--- src/rtl/modified_utf8_to_quoted_literal_top_assert.svh ---
// ---------------------------------------------------------------------------
// Assertion macros for the quoted literal converter
// Shared clocking and reset handling for the concurrent checks.
// ---------------------------------------------------------------------------
`ifndef MODIFIED_UTF8_TO_QUOTED_LITERAL_TOP_ASSERT_SVH
`define MODIFIED_UTF8_TO_QUOTED_LITERAL_TOP_ASSERT_SVH

// condition holds at every edge outside reset
`define MU8QL_ASSERT_HOLDS(label, cond, msg) \
   label: assert property (@(posedge clock) disable iff (reset) (cond)) \
      else $error(msg);

// same-cycle implication
`define MU8QL_ASSERT_IMPLIES(label, pre, post, msg) \
   label: assert property (@(posedge clock) disable iff (reset) (pre) |-> (post)) \
      else $error(msg);

// next-cycle implication
`define MU8QL_ASSERT_NEXT(label, pre, post, msg) \
   label: assert property (@(posedge clock) disable iff (reset) (pre) |=> (post)) \
      else $error(msg);

`endif

--- src/rtl/mu8ql_pkg.sv ---
// ---------------------------------------------------------------------------
// mu8ql_pkg
// Types, constants and text encoding helpers of the quoted literal converter.
// ---------------------------------------------------------------------------
`timescale 1ns / 1ps

package mu8ql_pkg;

   // input opcodes
   localparam logic OP_DATA = 1'b0;
   localparam logic OP_END  = 1'b1;

   // error codes on the result channel
   localparam logic [1:0] ERR_NONE    = 2'd0;
   localparam logic [1:0] ERR_INVALID = 2'd1;
   localparam logic [1:0] ERR_TRUNC   = 2'd2;

   localparam int CP_W       = 21;
   localparam int PEND_DEPTH = 5;
   localparam int POS_W      = 3;

   // byte and code point constants
   localparam logic [7:0] BYTE_SURR_LEAD = 8'hED;
   localparam logic [3:0] NIB_SURR_HI    = 4'hA;
   localparam logic [3:0] NIB_SURR_LO    = 4'hB;
   localparam logic [CP_W-1:0] PAIR_BASE = 21'h10000;

   localparam logic [7:0] CH_QUOTE  = 8'h22;
   localparam logic [7:0] CH_BSLASH = 8'h5C;
   localparam logic [7:0] CH_U      = 8'h75;
   localparam logic [7:0] CH_ZERO   = 8'h30;
   localparam logic [7:0] CH_UPPER_A = 8'h41;
   localparam logic [7:0] CH_LOWER_A = 8'h61;

   typedef enum logic [2:0] {
      SEG_NONE,
      SEG_QUOTE,
      SEG_CHAR,
      SEG_PAIR,
      SEG_ERR
   } seg_kind_type;

   // one piece of output text: a quote, a code point, a pair or an error
   typedef struct packed {
      seg_kind_type    kind;
      logic [CP_W-1:0] cp;
      logic [1:0]      err;
   } seg_type;

   // everything one input item produces, in output order
   typedef struct packed {
      seg_type s0;
      seg_type s1;
      seg_type s2;
   } rec_type;

   function automatic seg_type mk_seg(seg_kind_type kind, logic [CP_W-1:0] cp,
                                      logic [1:0] err);
      seg_type s;
      s.kind = kind;
      s.cp   = cp;
      s.err  = err;
      return s;
   endfunction

   function automatic logic is_cont(logic [7:0] b);
      return b[7:6] == 2'b10;
   endfunction

   function automatic logic is_lead2(logic [7:0] b);
      return b[7:5] == 3'b110;
   endfunction

   function automatic logic is_lead3(logic [7:0] b);
      return b[7:4] == 4'b1110;
   endfunction

   // second byte of a two-character escape, zero when none applies
   function automatic logic [7:0] esc_char(logic [15:0] c);
      logic [7:0] e;
      case (c)
         16'h0008: e = 8'h62;
         16'h0009: e = 8'h74;
         16'h000A: e = 8'h6E;
         16'h000C: e = 8'h66;
         16'h000D: e = 8'h72;
         16'h005C: e = CH_BSLASH;
         16'h0022: e = CH_QUOTE;
         default:  e = 8'h00;
      endcase
      return e;
   endfunction

   // code points written as a u escape when esc_char gives no two-character escape
   function automatic logic is_hidden(logic [15:0] c);
      return c inside {[16'h0000:16'h001F], [16'h007F:16'h009F],
                       [16'hD800:16'hDFFF], [16'hFFEF:16'hFFFF]};
   endfunction

   function automatic logic [7:0] hex_digit(logic [3:0] v, logic upper);
      logic [7:0] d;
      if (v < 4'd10) begin
         d = CH_ZERO + {4'd0, v};
      end else begin
         d = (upper ? CH_UPPER_A : CH_LOWER_A) + {4'd0, v} - 8'd10;
      end
      return d;
   endfunction

   // number of output bytes of one segment
   function automatic logic [POS_W-1:0] seg_len(seg_type s);
      logic [POS_W-1:0] n;
      logic [15:0]      c;
      c = s.cp[15:0];
      case (s.kind)
         SEG_QUOTE: n = 3'd1;
         SEG_ERR:   n = 3'd1;
         SEG_PAIR:  n = 3'd4;
         SEG_CHAR: begin
            if (esc_char(c) != 8'h00) n = 3'd2;
            else if (is_hidden(c))    n = 3'd6;
            else if (c < 16'h0080)    n = 3'd1;
            else if (c < 16'h0800)    n = 3'd2;
            else                      n = 3'd3;
         end
         default:   n = 3'd0;
      endcase
      return n;
   endfunction

   // byte at a position within one segment
   function automatic logic [7:0] seg_byte(seg_type s, logic [POS_W-1:0] pos,
                                           logic upper);
      logic [7:0]  b;
      logic [15:0] c;
      logic [7:0]  e;
      c = s.cp[15:0];
      e = esc_char(c);
      b = 8'h00;
      case (s.kind)
         SEG_QUOTE: b = CH_QUOTE;
         SEG_PAIR: begin
            case (pos)
               3'd0:    b = {5'b11110, s.cp[20:18]};
               3'd1:    b = {2'b10, s.cp[17:12]};
               3'd2:    b = {2'b10, s.cp[11:6]};
               default: b = {2'b10, s.cp[5:0]};
            endcase
         end
         SEG_CHAR: begin
            if (e != 8'h00) begin
               b = (pos == 3'd0) ? CH_BSLASH : e;
            end else if (is_hidden(c)) begin
               case (pos)
                  3'd0:    b = CH_BSLASH;
                  3'd1:    b = CH_U;
                  3'd2:    b = hex_digit(c[15:12], upper);
                  3'd3:    b = hex_digit(c[11:8], upper);
                  3'd4:    b = hex_digit(c[7:4], upper);
                  default: b = hex_digit(c[3:0], upper);
               endcase
            end else if (c < 16'h0080) begin
               b = c[7:0];
            end else if (c < 16'h0800) begin
               b = (pos == 3'd0) ? {3'b110, c[10:6]} : {2'b10, c[5:0]};
            end else begin
               case (pos)
                  3'd0:    b = {4'b1110, c[15:12]};
                  3'd1:    b = {2'b10, c[11:6]};
                  default: b = {2'b10, c[5:0]};
               endcase
            end
         end
         default: b = 8'h00;
      endcase
      return b;
   endfunction

endpackage

--- src/rtl/mu8ql_dec.sv ---
// ---------------------------------------------------------------------------
// mu8ql_dec
// Input stage: pending byte buffer, sequence decoding and the record register.
// ---------------------------------------------------------------------------
`timescale 1ns / 1ps
`include "modified_utf8_to_quoted_literal_top_assert.svh"

module mu8ql_dec (
   input  logic               clock,
   input  logic               reset,
   input  logic               req_tvalid,
   output logic               req_tready,
   input  logic [7:0]         req_tdata,   // in_byte
   input  logic               req_tuser,   // opcode
   output logic               rec_valid,
   output mu8ql_pkg::rec_type rec_data,
   input  logic               rec_take
);
   import mu8ql_pkg::*;

   logic [7:0]      pend_ff [PEND_DEPTH];
   logic [7:0]      pend_in [PEND_DEPTH];
   logic [2:0]      cnt_ff, cnt_in;
   logic            started_ff, started_in;
   logic            failed_ff, failed_in;
   logic            a_valid_ff, a_valid_in;
   rec_type         a_rec_ff, a_rec_in;
   logic            accept;
   logic            rec_empty;
   logic [7:0]      b;
   logic [CP_W-1:0] lone_cp;
   logic [CP_W-1:0] pair_cp;

   assign b          = req_tdata;
   assign req_tready = !a_valid_ff || rec_take;
   assign accept     = req_tvalid && req_tready;
   assign rec_valid  = a_valid_ff;
   assign rec_data   = a_rec_ff;

   // code point of a high surrogate waiting in the buffer, and of a full pair
   assign lone_cp = {5'd0, pend_ff[0][3:0], pend_ff[1][5:0], pend_ff[2][5:0]};
   assign pair_cp = PAIR_BASE +
                    {1'b0, pend_ff[1][3:0], pend_ff[2][5:0], pend_ff[4][3:0], b[5:0]};

   // decode the accepted item against the pending bytes
   always_comb begin
      a_rec_in   = '0;
      pend_in    = pend_ff;
      cnt_in     = cnt_ff;
      started_in = started_ff;
      failed_in  = failed_ff;
      if (accept) begin
         if (req_tuser == OP_END) begin
            if (!failed_ff) begin
               if (!started_ff) a_rec_in.s0 = mk_seg(SEG_QUOTE, '0, ERR_NONE);
               case (cnt_ff)
                  3'd0: a_rec_in.s2 = mk_seg(SEG_QUOTE, '0, ERR_NONE);
                  3'd1, 3'd2: a_rec_in.s2 = mk_seg(SEG_ERR, '0, ERR_TRUNC);
                  3'd3: begin
                     a_rec_in.s1 = mk_seg(SEG_CHAR, lone_cp, ERR_NONE);
                     a_rec_in.s2 = mk_seg(SEG_QUOTE, '0, ERR_NONE);
                  end
                  default: begin
                     a_rec_in.s1 = mk_seg(SEG_CHAR, lone_cp, ERR_NONE);
                     a_rec_in.s2 = mk_seg(SEG_ERR, '0, ERR_TRUNC);
                  end
               endcase
            end
            cnt_in     = 3'd0;
            started_in = 1'b0;
            failed_in  = 1'b0;
         end else if (!failed_ff) begin
            if (!started_ff) a_rec_in.s0 = mk_seg(SEG_QUOTE, '0, ERR_NONE);
            started_in = 1'b1;
            cnt_in     = 3'd0;
            case (cnt_ff)
               3'd0: begin
                  if (is_lead2(b) || is_lead3(b)) begin
                     pend_in[0] = b;
                     cnt_in     = 3'd1;
                  end else begin
                     a_rec_in.s1 = mk_seg(SEG_CHAR, {13'd0, b}, ERR_NONE);
                  end
               end
               3'd1: begin
                  if (is_lead3(pend_ff[0])) begin
                     pend_in[1] = b;
                     cnt_in     = 3'd2;
                  end else if (is_cont(b)) begin
                     a_rec_in.s1 = mk_seg(SEG_CHAR, {10'd0, pend_ff[0][4:0], b[5:0]},
                                          ERR_NONE);
                  end else begin
                     a_rec_in.s2 = mk_seg(SEG_ERR, '0, ERR_INVALID);
                     failed_in   = 1'b1;
                  end
               end
               3'd2: begin
                  if (!is_cont(pend_ff[1]) || !is_cont(b)) begin
                     a_rec_in.s2 = mk_seg(SEG_ERR, '0, ERR_INVALID);
                     failed_in   = 1'b1;
                  end else if (pend_ff[0] == BYTE_SURR_LEAD &&
                               pend_ff[1][7:4] == NIB_SURR_HI) begin
                     pend_in[2] = b;
                     cnt_in     = 3'd3;
                  end else begin
                     a_rec_in.s1 = mk_seg(SEG_CHAR,
                                          {5'd0, pend_ff[0][3:0], pend_ff[1][5:0], b[5:0]},
                                          ERR_NONE);
                  end
               end
               3'd3: begin
                  if (b == BYTE_SURR_LEAD) begin
                     pend_in[3] = b;
                     cnt_in     = 3'd4;
                  end else begin
                     a_rec_in.s1 = mk_seg(SEG_CHAR, lone_cp, ERR_NONE);
                     if (is_lead2(b) || is_lead3(b)) begin
                        pend_in[0] = b;
                        cnt_in     = 3'd1;
                     end else begin
                        a_rec_in.s2 = mk_seg(SEG_CHAR, {13'd0, b}, ERR_NONE);
                     end
                  end
               end
               3'd4: begin
                  if (b[7:4] == NIB_SURR_LO) begin
                     pend_in[4] = b;
                     cnt_in     = 3'd5;
                  end else begin
                     // lone high half out, the second lead byte waits again
                     a_rec_in.s1 = mk_seg(SEG_CHAR, lone_cp, ERR_NONE);
                     pend_in[0]  = pend_ff[3];
                     pend_in[1]  = b;
                     cnt_in      = 3'd2;
                  end
               end
               3'd5: begin
                  if (is_cont(b)) begin
                     a_rec_in.s1 = mk_seg(SEG_PAIR, pair_cp, ERR_NONE);
                  end else begin
                     a_rec_in.s1 = mk_seg(SEG_CHAR, lone_cp, ERR_NONE);
                     a_rec_in.s2 = mk_seg(SEG_ERR, '0, ERR_INVALID);
                     failed_in   = 1'b1;
                  end
               end
               default: cnt_in = 3'd0;
            endcase
         end
      end
   end

   // items that produce no text never enter the record register
   assign rec_empty = a_rec_in.s0.kind == SEG_NONE && a_rec_in.s1.kind == SEG_NONE &&
                      a_rec_in.s2.kind == SEG_NONE;
   assign a_valid_in = (accept && !rec_empty) || (a_valid_ff && !rec_take);

   // control state
   always_ff @(posedge clock) begin
      if (reset) begin
         cnt_ff     <= 3'd0;
         started_ff <= 1'b0;
         failed_ff  <= 1'b0;
         a_valid_ff <= 1'b0;
      end else begin
         cnt_ff     <= cnt_in;
         started_ff <= started_in;
         failed_ff  <= failed_in;
         a_valid_ff <= a_valid_in;
      end
   end

   // payload registers
   always_ff @(posedge clock) begin
      pend_ff <= pend_in;
      if (accept && !rec_empty) a_rec_ff <= a_rec_in;
   end

   `MU8QL_ASSERT_IMPLIES(a_failed_empty, failed_ff, cnt_ff == 3'd0, "failed string holds bytes")
   `MU8QL_ASSERT_IMPLIES(a_pend_started, cnt_ff != 3'd0, started_ff, "bytes pending before quote")
   `MU8QL_ASSERT_NEXT(a_rec_hold, a_valid_ff && !rec_take, a_valid_ff && $stable(a_rec_ff), "record lost while waiting")

endmodule

--- src/rtl/mu8ql_ser.sv ---
// ---------------------------------------------------------------------------
// mu8ql_ser
// Output stage: walks one record's segments, one byte a cycle while rsp_tready.
// ---------------------------------------------------------------------------
`timescale 1ns / 1ps
`include "modified_utf8_to_quoted_literal_top_assert.svh"

module mu8ql_ser (
   input  logic               clock,
   input  logic               reset,
   input  logic               hex_upper,
   input  logic               rec_valid,
   input  mu8ql_pkg::rec_type rec_data,
   output logic               rec_take,
   output logic               rsp_tvalid,
   input  logic               rsp_tready,
   output logic [7:0]         rsp_tdata,   // out_byte
   output logic [1:0]         rsp_tuser,   // error_code
   output logic               rsp_tlast    // last_of_run
);
   import mu8ql_pkg::*;

   logic             b_valid_ff, b_valid_in;
   rec_type          rec_ff, rec_in;
   logic [1:0]       seg_ff, seg_in;
   logic [POS_W-1:0] pos_ff, pos_in;
   seg_type          cur;
   logic [POS_W-1:0] cur_len;
   logic             at_end;
   logic             more_after;
   logic [1:0]       next_idx;
   logic             is_last;
   logic             xfer;
   logic             load;

   // current segment and what follows it
   always_comb begin
      case (seg_ff)
         2'd0: begin
            cur        = rec_ff.s0;
            more_after = rec_ff.s1.kind != SEG_NONE || rec_ff.s2.kind != SEG_NONE;
            next_idx   = (rec_ff.s1.kind != SEG_NONE) ? 2'd1 : 2'd2;
         end
         2'd1: begin
            cur        = rec_ff.s1;
            more_after = rec_ff.s2.kind != SEG_NONE;
            next_idx   = 2'd2;
         end
         default: begin
            cur        = rec_ff.s2;
            more_after = 1'b0;
            next_idx   = 2'd2;
         end
      endcase
   end

   assign cur_len = seg_len(cur);
   assign at_end  = pos_ff == cur_len - 3'd1;
   assign is_last = at_end && !more_after;

   // result channel
   assign rsp_tvalid = b_valid_ff;
   assign rsp_tdata  = seg_byte(cur, pos_ff, hex_upper);
   assign rsp_tuser  = (cur.kind == SEG_ERR) ? cur.err : ERR_NONE;
   assign rsp_tlast  = is_last;

   assign xfer     = rsp_tvalid && rsp_tready;
   assign rec_take = !b_valid_ff || (xfer && is_last);
   assign load     = rec_valid && rec_take;

   // position update
   always_comb begin
      b_valid_in = b_valid_ff;
      rec_in     = rec_ff;
      seg_in     = seg_ff;
      pos_in     = pos_ff;
      if (load) begin
         b_valid_in = 1'b1;
         rec_in     = rec_data;
         pos_in     = '0;
         if (rec_data.s0.kind != SEG_NONE)      seg_in = 2'd0;
         else if (rec_data.s1.kind != SEG_NONE) seg_in = 2'd1;
         else                                   seg_in = 2'd2;
      end else if (xfer) begin
         if (is_last) begin
            b_valid_in = 1'b0;
         end else if (at_end) begin
            seg_in = next_idx;
            pos_in = '0;
         end else begin
            pos_in = pos_ff + 3'd1;
         end
      end
   end

   always_ff @(posedge clock) begin
      if (reset) begin
         b_valid_ff <= 1'b0;
      end else begin
         b_valid_ff <= b_valid_in;
      end
   end

   always_ff @(posedge clock) begin
      rec_ff <= rec_in;
      seg_ff <= seg_in;
      pos_ff <= pos_in;
   end

   `MU8QL_ASSERT_IMPLIES(a_pos_in_seg, b_valid_ff, pos_ff < cur_len, "position past segment end")
   `MU8QL_ASSERT_IMPLIES(a_err_last, b_valid_ff && cur.kind == SEG_ERR, is_last, "error not final")

endmodule

--- src/rtl/modified_utf8_to_quoted_literal_top.sv ---
// ---------------------------------------------------------------------------
// modified_utf8_to_quoted_literal_top
// Class-file modified UTF-8 byte stream to a double-quoted string literal.
// ---------------------------------------------------------------------------
// Usage:
//   req channel: one transfer per encoded byte (tuser 0) or per end of string
//   (tuser 1). rsp channel: one transfer per literal text byte; tuser carries
//   the error code, tlast marks the final byte caused by one request.
//   csr_wr_en/csr_wr_data set the hex case of u escapes; write it only while
//   the block is idle.
// Result path: a request is registered in the decode register and then in the
//   output register before its first result byte goes valid on rsp.
// Throughput: one request per cycle while each request gives at most one
//   byte and rsp_tready is held high; one request gives at most 12 bytes.
//   Requests that give no bytes never reach rsp.
// The decode register and the output register form a two-deep queue, so a
//   request is taken while the previous result still waits on rsp_tready.
// Reset clears the pending buffer state, the string flags, both stages and
//   the hex case register; a stalled receiver holds the current byte stable.
// ---------------------------------------------------------------------------
`timescale 1ns / 1ps

module modified_utf8_to_quoted_literal_top (
   input  logic       clock,
   input  logic       reset,
   input  logic       csr_wr_en,
   input  logic       csr_wr_data,   // hex_upper
   input  logic       req_tvalid,
   output logic       req_tready,
   input  logic [7:0] req_tdata,     // in_byte
   input  logic       req_tuser,     // opcode
   output logic       rsp_tvalid,
   input  logic       rsp_tready,
   output logic [7:0] rsp_tdata,     // out_byte
   output logic [1:0] rsp_tuser,     // error_code
   output logic       rsp_tlast      // last_of_run
);
   import mu8ql_pkg::*;

   logic    hex_upper_ff;
   logic    rec_valid;
   logic    rec_take;
   rec_type rec_data;

   // hex case register
   always_ff @(posedge clock) begin
      if (reset) begin
         hex_upper_ff <= 1'b0;
      end else if (csr_wr_en) begin
         hex_upper_ff <= csr_wr_data;
      end
   end

   mu8ql_dec u_dec (
      .clock      (clock),
      .reset      (reset),
      .req_tvalid (req_tvalid),
      .req_tready (req_tready),
      .req_tdata  (req_tdata),
      .req_tuser  (req_tuser),
      .rec_valid  (rec_valid),
      .rec_data   (rec_data),
      .rec_take   (rec_take)
   );

   mu8ql_ser u_ser (
      .clock      (clock),
      .reset      (reset),
      .hex_upper  (hex_upper_ff),
      .rec_valid  (rec_valid),
      .rec_data   (rec_data),
      .rec_take   (rec_take),
      .rsp_tvalid (rsp_tvalid),
      .rsp_tready (rsp_tready),
      .rsp_tdata  (rsp_tdata),
      .rsp_tuser  (rsp_tuser),
      .rsp_tlast  (rsp_tlast)
   );

endmodule
--- config.mk ---
export PLATFORM = sky130hd
export DESIGN_NAME = modified_utf8_to_quoted_literal_top
export DESIGN_NICKNAME = d
export VERILOG_FILES = /design/src/rtl/mu8ql_pkg.sv /design/src/rtl/mu8ql_dec.sv /design/src/rtl/mu8ql_ser.sv /design/src/rtl/modified_utf8_to_quoted_literal_top.sv
export VERILOG_INCLUDE_DIRS = /design/src /design/src/rtl
export SDC_FILE = /design/constraint.sdc
export NUM_CORES = 1
export LEC_CHECK = 0
export BUFFER_PORTS_ARGS = -buffer_cell sky130_fd_sc_hd__buf_2
export CORE_ASPECT_RATIO = 0.6
export CORE_MARGIN = 2
export CORE_UTILIZATION = 55
export CTS_CLUSTER_SIZE = 40
export DETAILED_ROUTE_END_ITERATION = 10
export HOLD_SLACK_MARGIN = 0.06
export PLACE_DENSITY = 0.78
export SLEW_MARGIN = 30
export SYNTH_ARGS = -nofsm -noshare
export SYNTH_HDL_FRONTEND = slang
export SYNTH_SLANG_ARGS = --single-unit
export TNS_END_PERCENT = 5
--- constraint.sdc ---
create_clock -name clock -period 6.5 [get_ports clock]
set_input_delay 0.975 -clock clock [delete_from_list [all_inputs] [get_ports clock]]
set_output_delay 0.975 -clock clock [all_outputs]
set_load 0.005 [all_outputs]
==> impl_metrics.yaml, run 1 <==
detailed_routing:
  first_pass_iters: 6
  drt-vias-per-instance: 6.91
  vias: 6447
  wl_met2_mm: 9.53
  wl_met3_mm: 3.74
  wl_per_cell_um: 25.8
  wirelength_mm: 24.0
  wirelength_met1_mm: 10.5
  ant_nets: 0
  drc: 0
  highest_layer: "met4"
  first_iter_violations: 913
global_routing:
  gr-total-overflow: 0
  grt_pass1_wl_mm: 35.8
  grt_start_max_net_pins: 44
  grt_use_total_pct: 35.2
  antenna_found_initial: 0
  grt_pass1_vias: 5823
finish:
  final_area_um2: 8070
  multi_input_area_um2: 3400
  synthToLayoutAreaGrowth_pct: 12.4
  fin_util_pct: 63.0
  mostFrequentLayoutCells: "edfxtp_1, nor2_1, nand2_1"
  fin_nets: 778
  fill_cells: 1019
  register_area_um2: 3520
  n_antenna_cell: 0
  layout-drive-gt1-share_pct: 14.5
  final_common_cell: "edfxtp_1"
clock_network:
  ctsHoldBuffers: 0
  cts_tree: "yes"
  cts-root-buf: "clkbuf_16"
  cts_max_level: 4
  ctsLongestPathBuffers: 2
  path_clk_slew_ns: 0.06
  cts_resized: 0
  clock_sinks: 121
  clock_latency_ns: 0.41
  cts_setup_buffers: 0
  cts_made_buffers: 17
placement:
  place_ws_ns: 0.972
  dp_hpwl_mm: 17.4
  io_buffers: 27
  place_area_um2: 7480
  gp_congestion: 0.996
synthesis:
  ys.flop_type: "edfxtp_1"
  syn_area_um2: 7180
  syn_avg_cell_area_um2: 9.92
  synth_edf_count: 110
  synth_xor_area_share_pct: 1.10
  yosys_warnings: 0
  synth_compound_area_share_pct: 19.9
  yosysUniqueCellTypes: 82
  synth_nets: 752
  synth-seq-cells: 121
  synth-seq-area-share_pct: 49.1
  postSynth.asyncResetShare_pct: 0
  synth_cells: 724
  synth.area.mux_share_pct: 1.97
  synth_adder_area_share_pct: 2.26
  synth-simple-area-share_pct: 22.0
  synth_top_family_by_area: "simple AND/OR/NAND/NOR gates"
run_status:
  status: "completed"
worst_setup_path:
  worst_path_largest_cell_delay_ns: 0.61
  worstPathArrival_ns: 5.15
  cp-start-kind: "register"
  crit_required_ns: 5.52
  crit_path_frequent_cell: "and2_1"
  cp_cell_sequence: "nor2b_1, buf_4, buf_4, nand2_1, ha_1, and2_1, o21a_1, a21boi_0, a211oi_1, and2_1, a21oi_1, ha_1, xnor2_1, a21oi_1, mux2_2, nor4b_2, and2_1, or2_1, buf_2"
  endpoint_kind: "output pin"
  crit_slowest_cell: "edfxtp_1"
  crit_type: "reg -> out"
  crit_fanout: 13
floorplan:
  start_util_pct: 56.1
  die_y_um: 92.5
  core_um2: 12800
  die_area_um2: 14000
  fp.dieW_um: 152
  rows: 32
  ios: 28
sta:
  setup_viol: 0
  slew_headroom_pct: 29.8
  fin_crit_ns: 6.13
  rsz0062_at_grt: "false"
  setup_slack_ns: 0.373
  slew_violations: 0
  clock_skew_ns: 0.00857
  post-route-period-util_pct: 94.3
  tns_ns: 0
  fmax_mhz: 163
  tightestPinTransition_ns: 1.04
  finalHoldViolCount: 0
power_and_ir_drop:
  p_switching_uw: 847
  power_density_nw_per_um2: 313
  p_int_uw: 1680
  p_comb_share_pct: 24.7
  sw_frac_of_total_pct: 33.5
  power.share.sequential_pct: 37.8
  p_leak_uw: 0.00282
  vdd_drop_max_mv: 0.222
  pwr-share-clk_pct: 37.5
hold_path:
  min_path_type: "reg -> reg"
flow_run:
  maxCapViolations: 0
synth_stat cells, types with 6 or more instances:
library cell / number / area, µm²
and2_1: 18 / 113
nand3_1: 25 / 125
nand3b_1: 6 / 45.0
buf_4: 6 / 45.0
nor2b_1: 10 / 62.6
nor2_1: 71 / 267
nand2_1: 66 / 248
dfxtp_1: 11 / 220
nand2b_1: 9 / 56.3
nor3_1: 29 / 145
nand4_1: 6 / 37.5
o21a_1: 6 / 45.0
clkbuf_1: 24 / 90.1
a22oi_1: 23 / 173
a21oi_1: 49 / 245
inv_1: 19 / 71.3
edfxtp_1: 110 / 3300
buf_2: 7 / 35.0
mux2_2: 9 / 101
o21ai_0: 51 / 255
ha_1: 13 / 163
a31oi_1: 7 / 43.8
path summary, 6_finish.rpt:
check,to,start,slack [ns],cells past startpoint
worst max-delay path,req_tready,u_ser.seg_ff[1],0.37,19
worst max register to register,u_dec.lone_cp[8],u_ser.seg_ff[1],0.72,19
worst min register to register,u_ser.rec_ff[4],u_dec.rec_data[4],0.42,0
worst min-delay path,u_ser.rec_ff[4],u_dec.rec_data[4],0.42,0
stage by stage:
step                      total power [µW]  hold slack [ns]  std cells
final                                 2530            0.417        933
after global routing                  2600            0.426        933
after CTS                             2500            0.418        933
after detailed placement              1560            0.405        901
after global placement                1560            0.401        901
after floorplan                       1340            0.400        724
kinds of logic after synthesis:
kind of cell / count (synthesis)
adder cells (fa/ha/maj): 13
buffers and inverters: 58
AO/OA/AOI/OAI: 212
multiplexers: 13
XOR/XNOR: 9
flip-flops: 121
AND/OR/NAND/NOR: 298
metal layers:
| layer | vias up | global-route usage (%) |
|---|---|---|
| met5 | - | 0 |
| met1 | 3071 | 54.0 |
| li1 | 2817 | - |
| met3 | 45 | 14.5 |
| met4 | 0 | 6.10 |
| met2 | 514 | 46.6 |
flip-flops by register name (all words and copies together) (netlist names), 2 cells and up:
signal          flops
u_dec.cnt_ff        3
u_dec.lone_cp      16
u_dec.pend_ff      18
u_dec.rec_data     37
u_ser.pos_ff        3
u_ser.rec_ff       37
u_ser.seg_ff        2
power groups by stage:
| stage | Clock [µW] | Sequential [µW] | Combinational, µW |
|---|---|---|---|
| 2_1_floorplan | 0 | 940 | 399 |
| 5_1_grt | 983 | 959 | 659 |
| 6_report | 949 | 956 | 625 |
| 3_5_place_dp | 0 | 968 | 588 |
| 3_3_place_gp | 0 | 966 | 598 |
| 4_1_cts | 950 | 953 | 594 |
cell type report:
class / count / share of cell area (%)
flip-flops and latches: 121 / 43.7
multi-input cells: 545 / 42.1
clock buffers: 18 / 5.32
repair buffers: 46 / 3.44
well taps: 170 / 2.64
clock inverters: 14 / 1.98
inverters: 19 / 0.884
worst max-delay path, delay by kind of cell (launching register included):
| kind | cells | cell delay [ns] |
|---|---|---|
| muxes | 1 | 0.33 |
| xor gates and xnor gates | 1 | 0.32 |
| buffers and inverters | 3 | 0.48 |
| DFF | 1 | 0.61 |
| adders and majority gates | 2 | 0.40 |
| and+or+nand+nor | 7 | 1.48 |
| AOI/OAI and AO/OA | 5 | 1.10 |
No activity file was read; power rests on OpenSTA's default activity.
==> inputs of run 2 (changes only) <==
--- a/config.mk
+++ b/config.mk
@@ -6,14 +6,14 @@
 export SDC_FILE = /design/constraint.sdc
 export NUM_CORES = 1
 export LEC_CHECK = 0
-export BUFFER_PORTS_ARGS = -buffer_cell sky130_fd_sc_hd__buf_2
 export CORE_ASPECT_RATIO = 0.6
 export CORE_MARGIN = 2
 export CORE_UTILIZATION = 55
 export CTS_CLUSTER_SIZE = 40
 export DETAILED_ROUTE_END_ITERATION = 10
+export DONT_BUFFER_PORTS = 1
 export HOLD_SLACK_MARGIN = 0.06
-export PLACE_DENSITY = 0.78
+export PLACE_DENSITY = 0.76
 export SLEW_MARGIN = 30
 export SYNTH_ARGS = -nofsm -noshare
 export SYNTH_HDL_FRONTEND = slang
==> run 2 against run 1 <==
  * Worst setup slack got worse by 0.033 ns
  * Sequential cell count did not move
  * Non-clock buffer count fell by 30
  * Maximum frequency fell by 0.54%
  * Hold slack improved by 0.00075 ns
  * Design area fell by 1.3%
  * Sequential share of layout area rose by 0.58 points
  * Power rose by 0.27%
  * Die area did not move
  * Utilization fell by 0.82 points
==> impl_metrics.yaml, run 2 (synthesis results as in run 1) <==
run_status:
  status: "completed"
finish:
  multi_input_area_um2: 3410
  final_common_cell: "edfxtp_1"
  mostFrequentLayoutCells: "edfxtp_1, nor2_1, nand2_1"
  fin_nets: 748
  fin_util_pct: 62.2
  fill_cells: 1044
  register_area_um2: 3520
  synthToLayoutAreaGrowth_pct: 10.9
  layout-drive-gt1-share_pct: 11.3
placement:
  gp_congestion: 1.05
  io_buffers: 0
  dp_hpwl_mm: 17.0
worst_setup_path:
  endpoint_kind: "output pin"
  cp_cell_sequence: "nor2b_1, buf_4, nand2_1, ha_1, and3b_1, a221oi_4, a32oi_1, o211a_1, and2_1, nand3_1, nand2_1, ha_1, xnor2_1, a21oi_1, mux2_2, nor4b_2, and2_1, or2_1"
  crit_slowest_cell: "edfxtp_1"
  worst_path_largest_cell_delay_ns: 0.55
  critPathTopFamily: "simple AND/OR/NAND/NOR gates"
  crit_required_ns: 5.52
  crit_fanout: 18
  cp-start-kind: "register"
  worstPathArrival_ns: 5.19
  crit_buf_inv: 1
  crit_type: "reg -> out"
detailed_routing:
  drc: 0
  first_pass_iters: 6
  ant_nets: 0
  wirelength_mm: 23.3
  first_iter_violations: 967
  vias: 6285
  wl_per_cell_um: 25.8
  drt-vias-per-instance: 6.95
clock_network:
  path_clk_slew_ns: 0.06
  cts-root-buf: "clkbuf_16"
  cts_made_buffers: 17
  ctsLongestPathBuffers: 2
  ctsHoldBuffers: 0
  clock_sinks: 121
  cts_resized: 0
  clock_latency_ns: 0.41
  cts_tree: "yes"
  cts_max_level: 4
  cts_setup_buffers: 0
sta:
  fmax_mhz: 162
  tns_ns: 0
  tightestPinTransition_ns: 1.06
  post-route-period-util_pct: 94.8
  setup_viol: 0
  slew_headroom_pct: 29.2
  clock_skew_ns: 0.00917
  finalHoldViolCount: 0
  rsz0062_at_grt: "false"
  slew_violations: 0
  fin_crit_ns: 6.16
flow_run:
  maxCapViolations: 0
floorplan:
  core_um2: 12800
  die_y_um: 92.5
  start_util_pct: 56.1
  rows: 32
  fp.dieW_um: 152
  ios: 28
  die_area_um2: 14000
power_and_ir_drop:
  p_leak_uw: 0.00270
  vdd_drop_max_mv: 0.254
  power_density_nw_per_um2: 318
hold_path:
  min_path_type: "reg -> reg"
global_routing:
  grt_pass1_wl_mm: 35.4
  grt_start_max_net_pins: 45
  grt_use_total_pct: 34.5
  antenna_found_initial: 0
  grt_pass1_vias: 5909
  gr-total-overflow: 0
[run 2: changes by cell type in the layout (fill, tap and decap cells not counted), sizes merged]
| cell | previous run | this run |
|---|---|---|
| buf | 46 | 16 |
| bufinv | 2 | 3 |
| clkinv | 2 | 3 |
| clkinvlp | 3 | 2 |
| diode | 0 | 1 |
| inv | 26 | 25 |
[run 2: path summary, 6_finish.rpt]
check / from / to / slack (ns) / depth (start not counted)
max reg2reg: u_ser.seg_ff[1] / u_dec.lone_cp[6] / 0.84 / 18
min reg2reg: u_dec.rec_data[4] / u_ser.rec_ff[4] / 0.42 / 0
max: u_ser.seg_ff[1] / req_tready / 0.34 / 18
min: u_dec.rec_data[4] / u_ser.rec_ff[4] / 0.42 / 0
[run 2: per-stage QoR]
stage	total power [µW]	instance area, µm²	std cells	setup WS [ns]	hold slack [ns]
6_report	2540	7970	904	0.340	0.418
5_1_grt	2620	7960	903	0.0444	0.424
4_1_cts	2500	7950	903	0.436	0.418
3_5_place_dp	1530	7340	871	0.922	0.405
3_3_place_gp	1540	7340	871	1.10	0.401
2_1_floorplan	1340	7180	724	0.132	0.400
[run 2: final cells by class]
class / count / area share [%]
Clock inverter: 14 / 2.34
Sequential cell: 121 / 44.2
Multi-Input combinational cell: 545 / 42.8
Clock buffer: 18 / 5.39
Antenna cell: 1 / 0.0314
Inverter: 19 / 0.895
Timing Repair Buffer: 16 / 1.66
Tap cell: 170 / 2.67
[run 2: worst register-to-register path: cells and delay by family (launching register included)]
kind / cells / cell delay [ns]
AO/OA/AOI/OAI: 7 / 1.65
XOR/XNOR: 1 / 0.12
adder cells (fa/ha/maj): 2 / 0.58
buffers and inverters: 1 / 0.28
flip-flops: 1 / 0.55
AND/OR/NAND/NOR: 7 / 2.10
[run 2: metal layers]
layer,vias up,part of all wire (%),track usage (%)
met5,-,0,0
met1,3037,46,53.2
met4,0,0.97,7.56
li1,2758,-,-
met3,32,15,16.6
met2,458,38,42.7
[run 2: report_power, final]
part / leakage, µW / internal, µW / total, µW / switching [µW]
combinational: 0.00127 / 190 / 600 / 409
clock: 0.000294 / 613 / 984 / 371
sequential: 0.00114 / 904 / 953 / 49.7
==> inputs of run 3 (changes only) <==
--- a/config.mk
+++ b/config.mk
@@ -6,6 +6,7 @@
 export SDC_FILE = /design/constraint.sdc
 export NUM_CORES = 1
 export LEC_CHECK = 0
+export ABC_AREA = 1
 export CORE_ASPECT_RATIO = 0.6
 export CORE_MARGIN = 2
 export CORE_UTILIZATION = 55
==> run 3 against run 2 <==
  * Hold slack lost 0.0047 ns
  * First-iteration DRC count up 2.3%
  * Worst setup slack gained 0.24 ns
  * Maximum frequency up 4.1%
  * Sequential cell count unchanged
  * Sequential power decreased by 1%
  * Sequential share of layout area increased by 1.4 points
  * Clock skew up 0.0062 ns
  * Power fell by 2.9%
  * Largest cell class unchanged
  * Highest routed layer is now met5
==> impl_metrics.yaml, run 3 <==
run_status:
  status: "completed"
placement:
  io_buffers: 0
  place_ws_ns: 0.791
  gp_congestion: 1.07
  dp_hpwl_mm: 17.1
synthesis:
  synth-seq-area-share_pct: 50.8
  ys.flop_type: "edfxtp_1"
  synth-seq-cells: 121
  synth_top_family_by_area: "simple AND/OR/NAND/NOR gates"
  synth-simple-area-share_pct: 25.0
  syn_avg_cell_area_um2: 8.84
  yosysUniqueCellTypes: 50
  synth_cells: 785
  synth_most_common_cell: "nand2_1"
  synth_area_leaders: "edfxtp_1, nand2_1, nor2_1"
  synth_nets: 813
  syn_area_um2: 6940
  synth_largest_area_cell: "edfxtp_1"
  synth_xor_area_share_pct: 0.631
  synth_top_cell_area_share_pct: 47.6
  synth_edf_count: 110
  yosys_warnings: 0
  synth_compound_area_share_pct: 14.1
  synth_adder_area_share_pct: 2.34
  synth.area.mux_share_pct: 0
  postSynth.asyncResetShare_pct: 0
  synth_commonest_cells: "nand2_1, edfxtp_1, nor2_1"
worst_setup_path:
  crit_required_ns: 6.53
  cp-start-kind: "register"
  crit_path_frequent_cell: "inv_1"
  endpoint_kind: "register"
  crit_fanout: 25
  worstPathArrival_ns: 5.95
  worst_path_largest_cell_delay_ns: 0.77
  crit_type: "reg -> reg"
  crit_slowest_cell: "edfxtp_1"
sta:
  fin_crit_ns: 5.92
  setup_slack_ns: 0.581
  rsz0062_at_grt: "false"
  tightestPinTransition_ns: 1.08
  slew_violations: 0
  post-route-period-util_pct: 91.1
  tns_ns: 0
  setup_viol: 0
  fmax_mhz: 169
  slew_headroom_pct: 27.6
  clock_skew_ns: 0.0154
  finalHoldViolCount: 0
detailed_routing:
  first_iter_violations: 989
  wirelength_mm: 22.3
  wl_per_cell_um: 22.8
  ant_nets: 0
  drc: 0
  vias: 6146
  first_pass_iters: 6
  drt-vias-per-instance: 6.30
flow_run:
  maxCapViolations: 0
finish:
  fill_cells: 994
  multi_input_area_um2: 2920
  fin_nets: 826
  register_area_um2: 3520
  final_common_cell: "nand2_1"
  synthToLayoutAreaGrowth_pct: 11.2
  n_antenna_cell: 0
  layout-drive-gt1-share_pct: 11.8
  mostFrequentLayoutCells: "nand2_1, edfxtp_1, nor2_1"
clock_network:
  cts_resized: 0
  cts_setup_buffers: 0
  cts_tree: "yes"
  ctsLongestPathBuffers: 2
  ctsHoldBuffers: 0
  cts_max_level: 4
  clock_latency_ns: 0.41
  path_clk_slew_ns: 0.06
  clock_sinks: 121
  cts_made_buffers: 17
  cts-root-buf: "clkbuf_16"
power_and_ir_drop:
  sw_frac_of_total_pct: 32.4
  total_power_uw: 2460
  vdd_drop_max_mv: 0.203
  power_density_nw_per_um2: 319
  p_int_uw: 1670
  p_switching_uw: 798
  p_leak_uw: 0.00303
  p_comb_share_pct: 22.9
  pwr-share-clk_pct: 38.9
  power.share.sequential_pct: 38.2
floorplan:
  core_um2: 12200
  die_area_um2: 13600
  fp.dieW_um: 149
  rows: 31
  ios: 28
  die_y_um: 91.0
  start_util_pct: 57.0
global_routing:
  busiest_layer: "met1"
  grt_use_met2_pct: 40.7
  met1_usage_pct: 51.8
  grt_pass1_vias: 5751
  antenna_found_initial: 0
  grt_use_total_pct: 33.9
  grt_start_max_net_pins: 38
  gr-total-overflow: 0
  grt_pass1_wl_mm: 33.5
  met3_usage_pct: 18.2
hold_path:
  min_path_type: "reg -> reg"
==> run 3: worst paths after layout <==
check	cells past startpoint	slack [ns]	endpoint	from
worst min register to register	0	0.41	u_ser.rec_ff[39]	u_dec.rec_data[39]
worst min-delay path	0	0.41	u_ser.rec_ff[39]	u_dec.rec_data[39]
worst max-delay path	28	0.58	u_dec.lone_cp[9]	u_ser.seg_ff[0]
worst max register to register	28	0.58	u_dec.lone_cp[9]	u_ser.seg_ff[0]
==> run 3: area by class of cell <==
class / count / area share (%)
sequential: 121 / 45.7
multi-input combinational: 539 / 37.8
inverter: 114 / 5.58
clock buffer: 17 / 5.51
tap: 165 / 2.68
clock inverter: 15 / 2.25
timing repair buffer: 5 / 0.487
==> run 3: metal layers <==
layer / vias up / share of wire (%)
met4: 2 / 0.88
met5: - / 0.32
met2: 431 / 36
met3: 21 / 17
li1: 2776 / -
met1: 2916 / 46
==> run 3: through the flow <==
| stage | hold WS (ns) | cells | util [%] | area, µm² |
|---|---|---|---|---|
| global route | 0.422 | 976 | 63.3 | 7710 |
| floorplan | 0.400 | 785 | - | 6940 |
| CTS | 0.411 | 976 | 63.3 | 7710 |
| global placement | 0.407 | 944 | 58.4 | 7110 |
| finish | 0.413 | 976 | 63.3 | 7710 |
| detailed placement | 0.405 | 944 | 58.4 | 7120 |
==> run 3: cells by family (layout without fill, tap and decap cells) <==
logic type / after synthesis / count (layout)
XOR/XNOR: 5 / 5
flip-flops: 121 / 121
AND/OR/NAND/NOR: 364 / 364
AO/OA/AOI/OAI: 157 / 157
adder cells (fa/ha/maj): 13 / 13
buffers and inverters: 125 / 151
==> run 3: power by group through the flow <==
stage	sequential, µW	combinational, µW	clock [µW]
global route	946	601	994
floorplan	944	371	0
global placement	954	547	0
detailed placement	956	532	0
CTS	941	536	960
finish	941	564	959
==> run 3: worst max-delay path, delay by kind of cell (launching register included) <==
kind          cells  cell delay (ns)
simple gates     20             3.55
flops             1             0.77
buf+inv           5             0.53
fa+ha+maj         2             0.46
xor+xnor          1             0.18
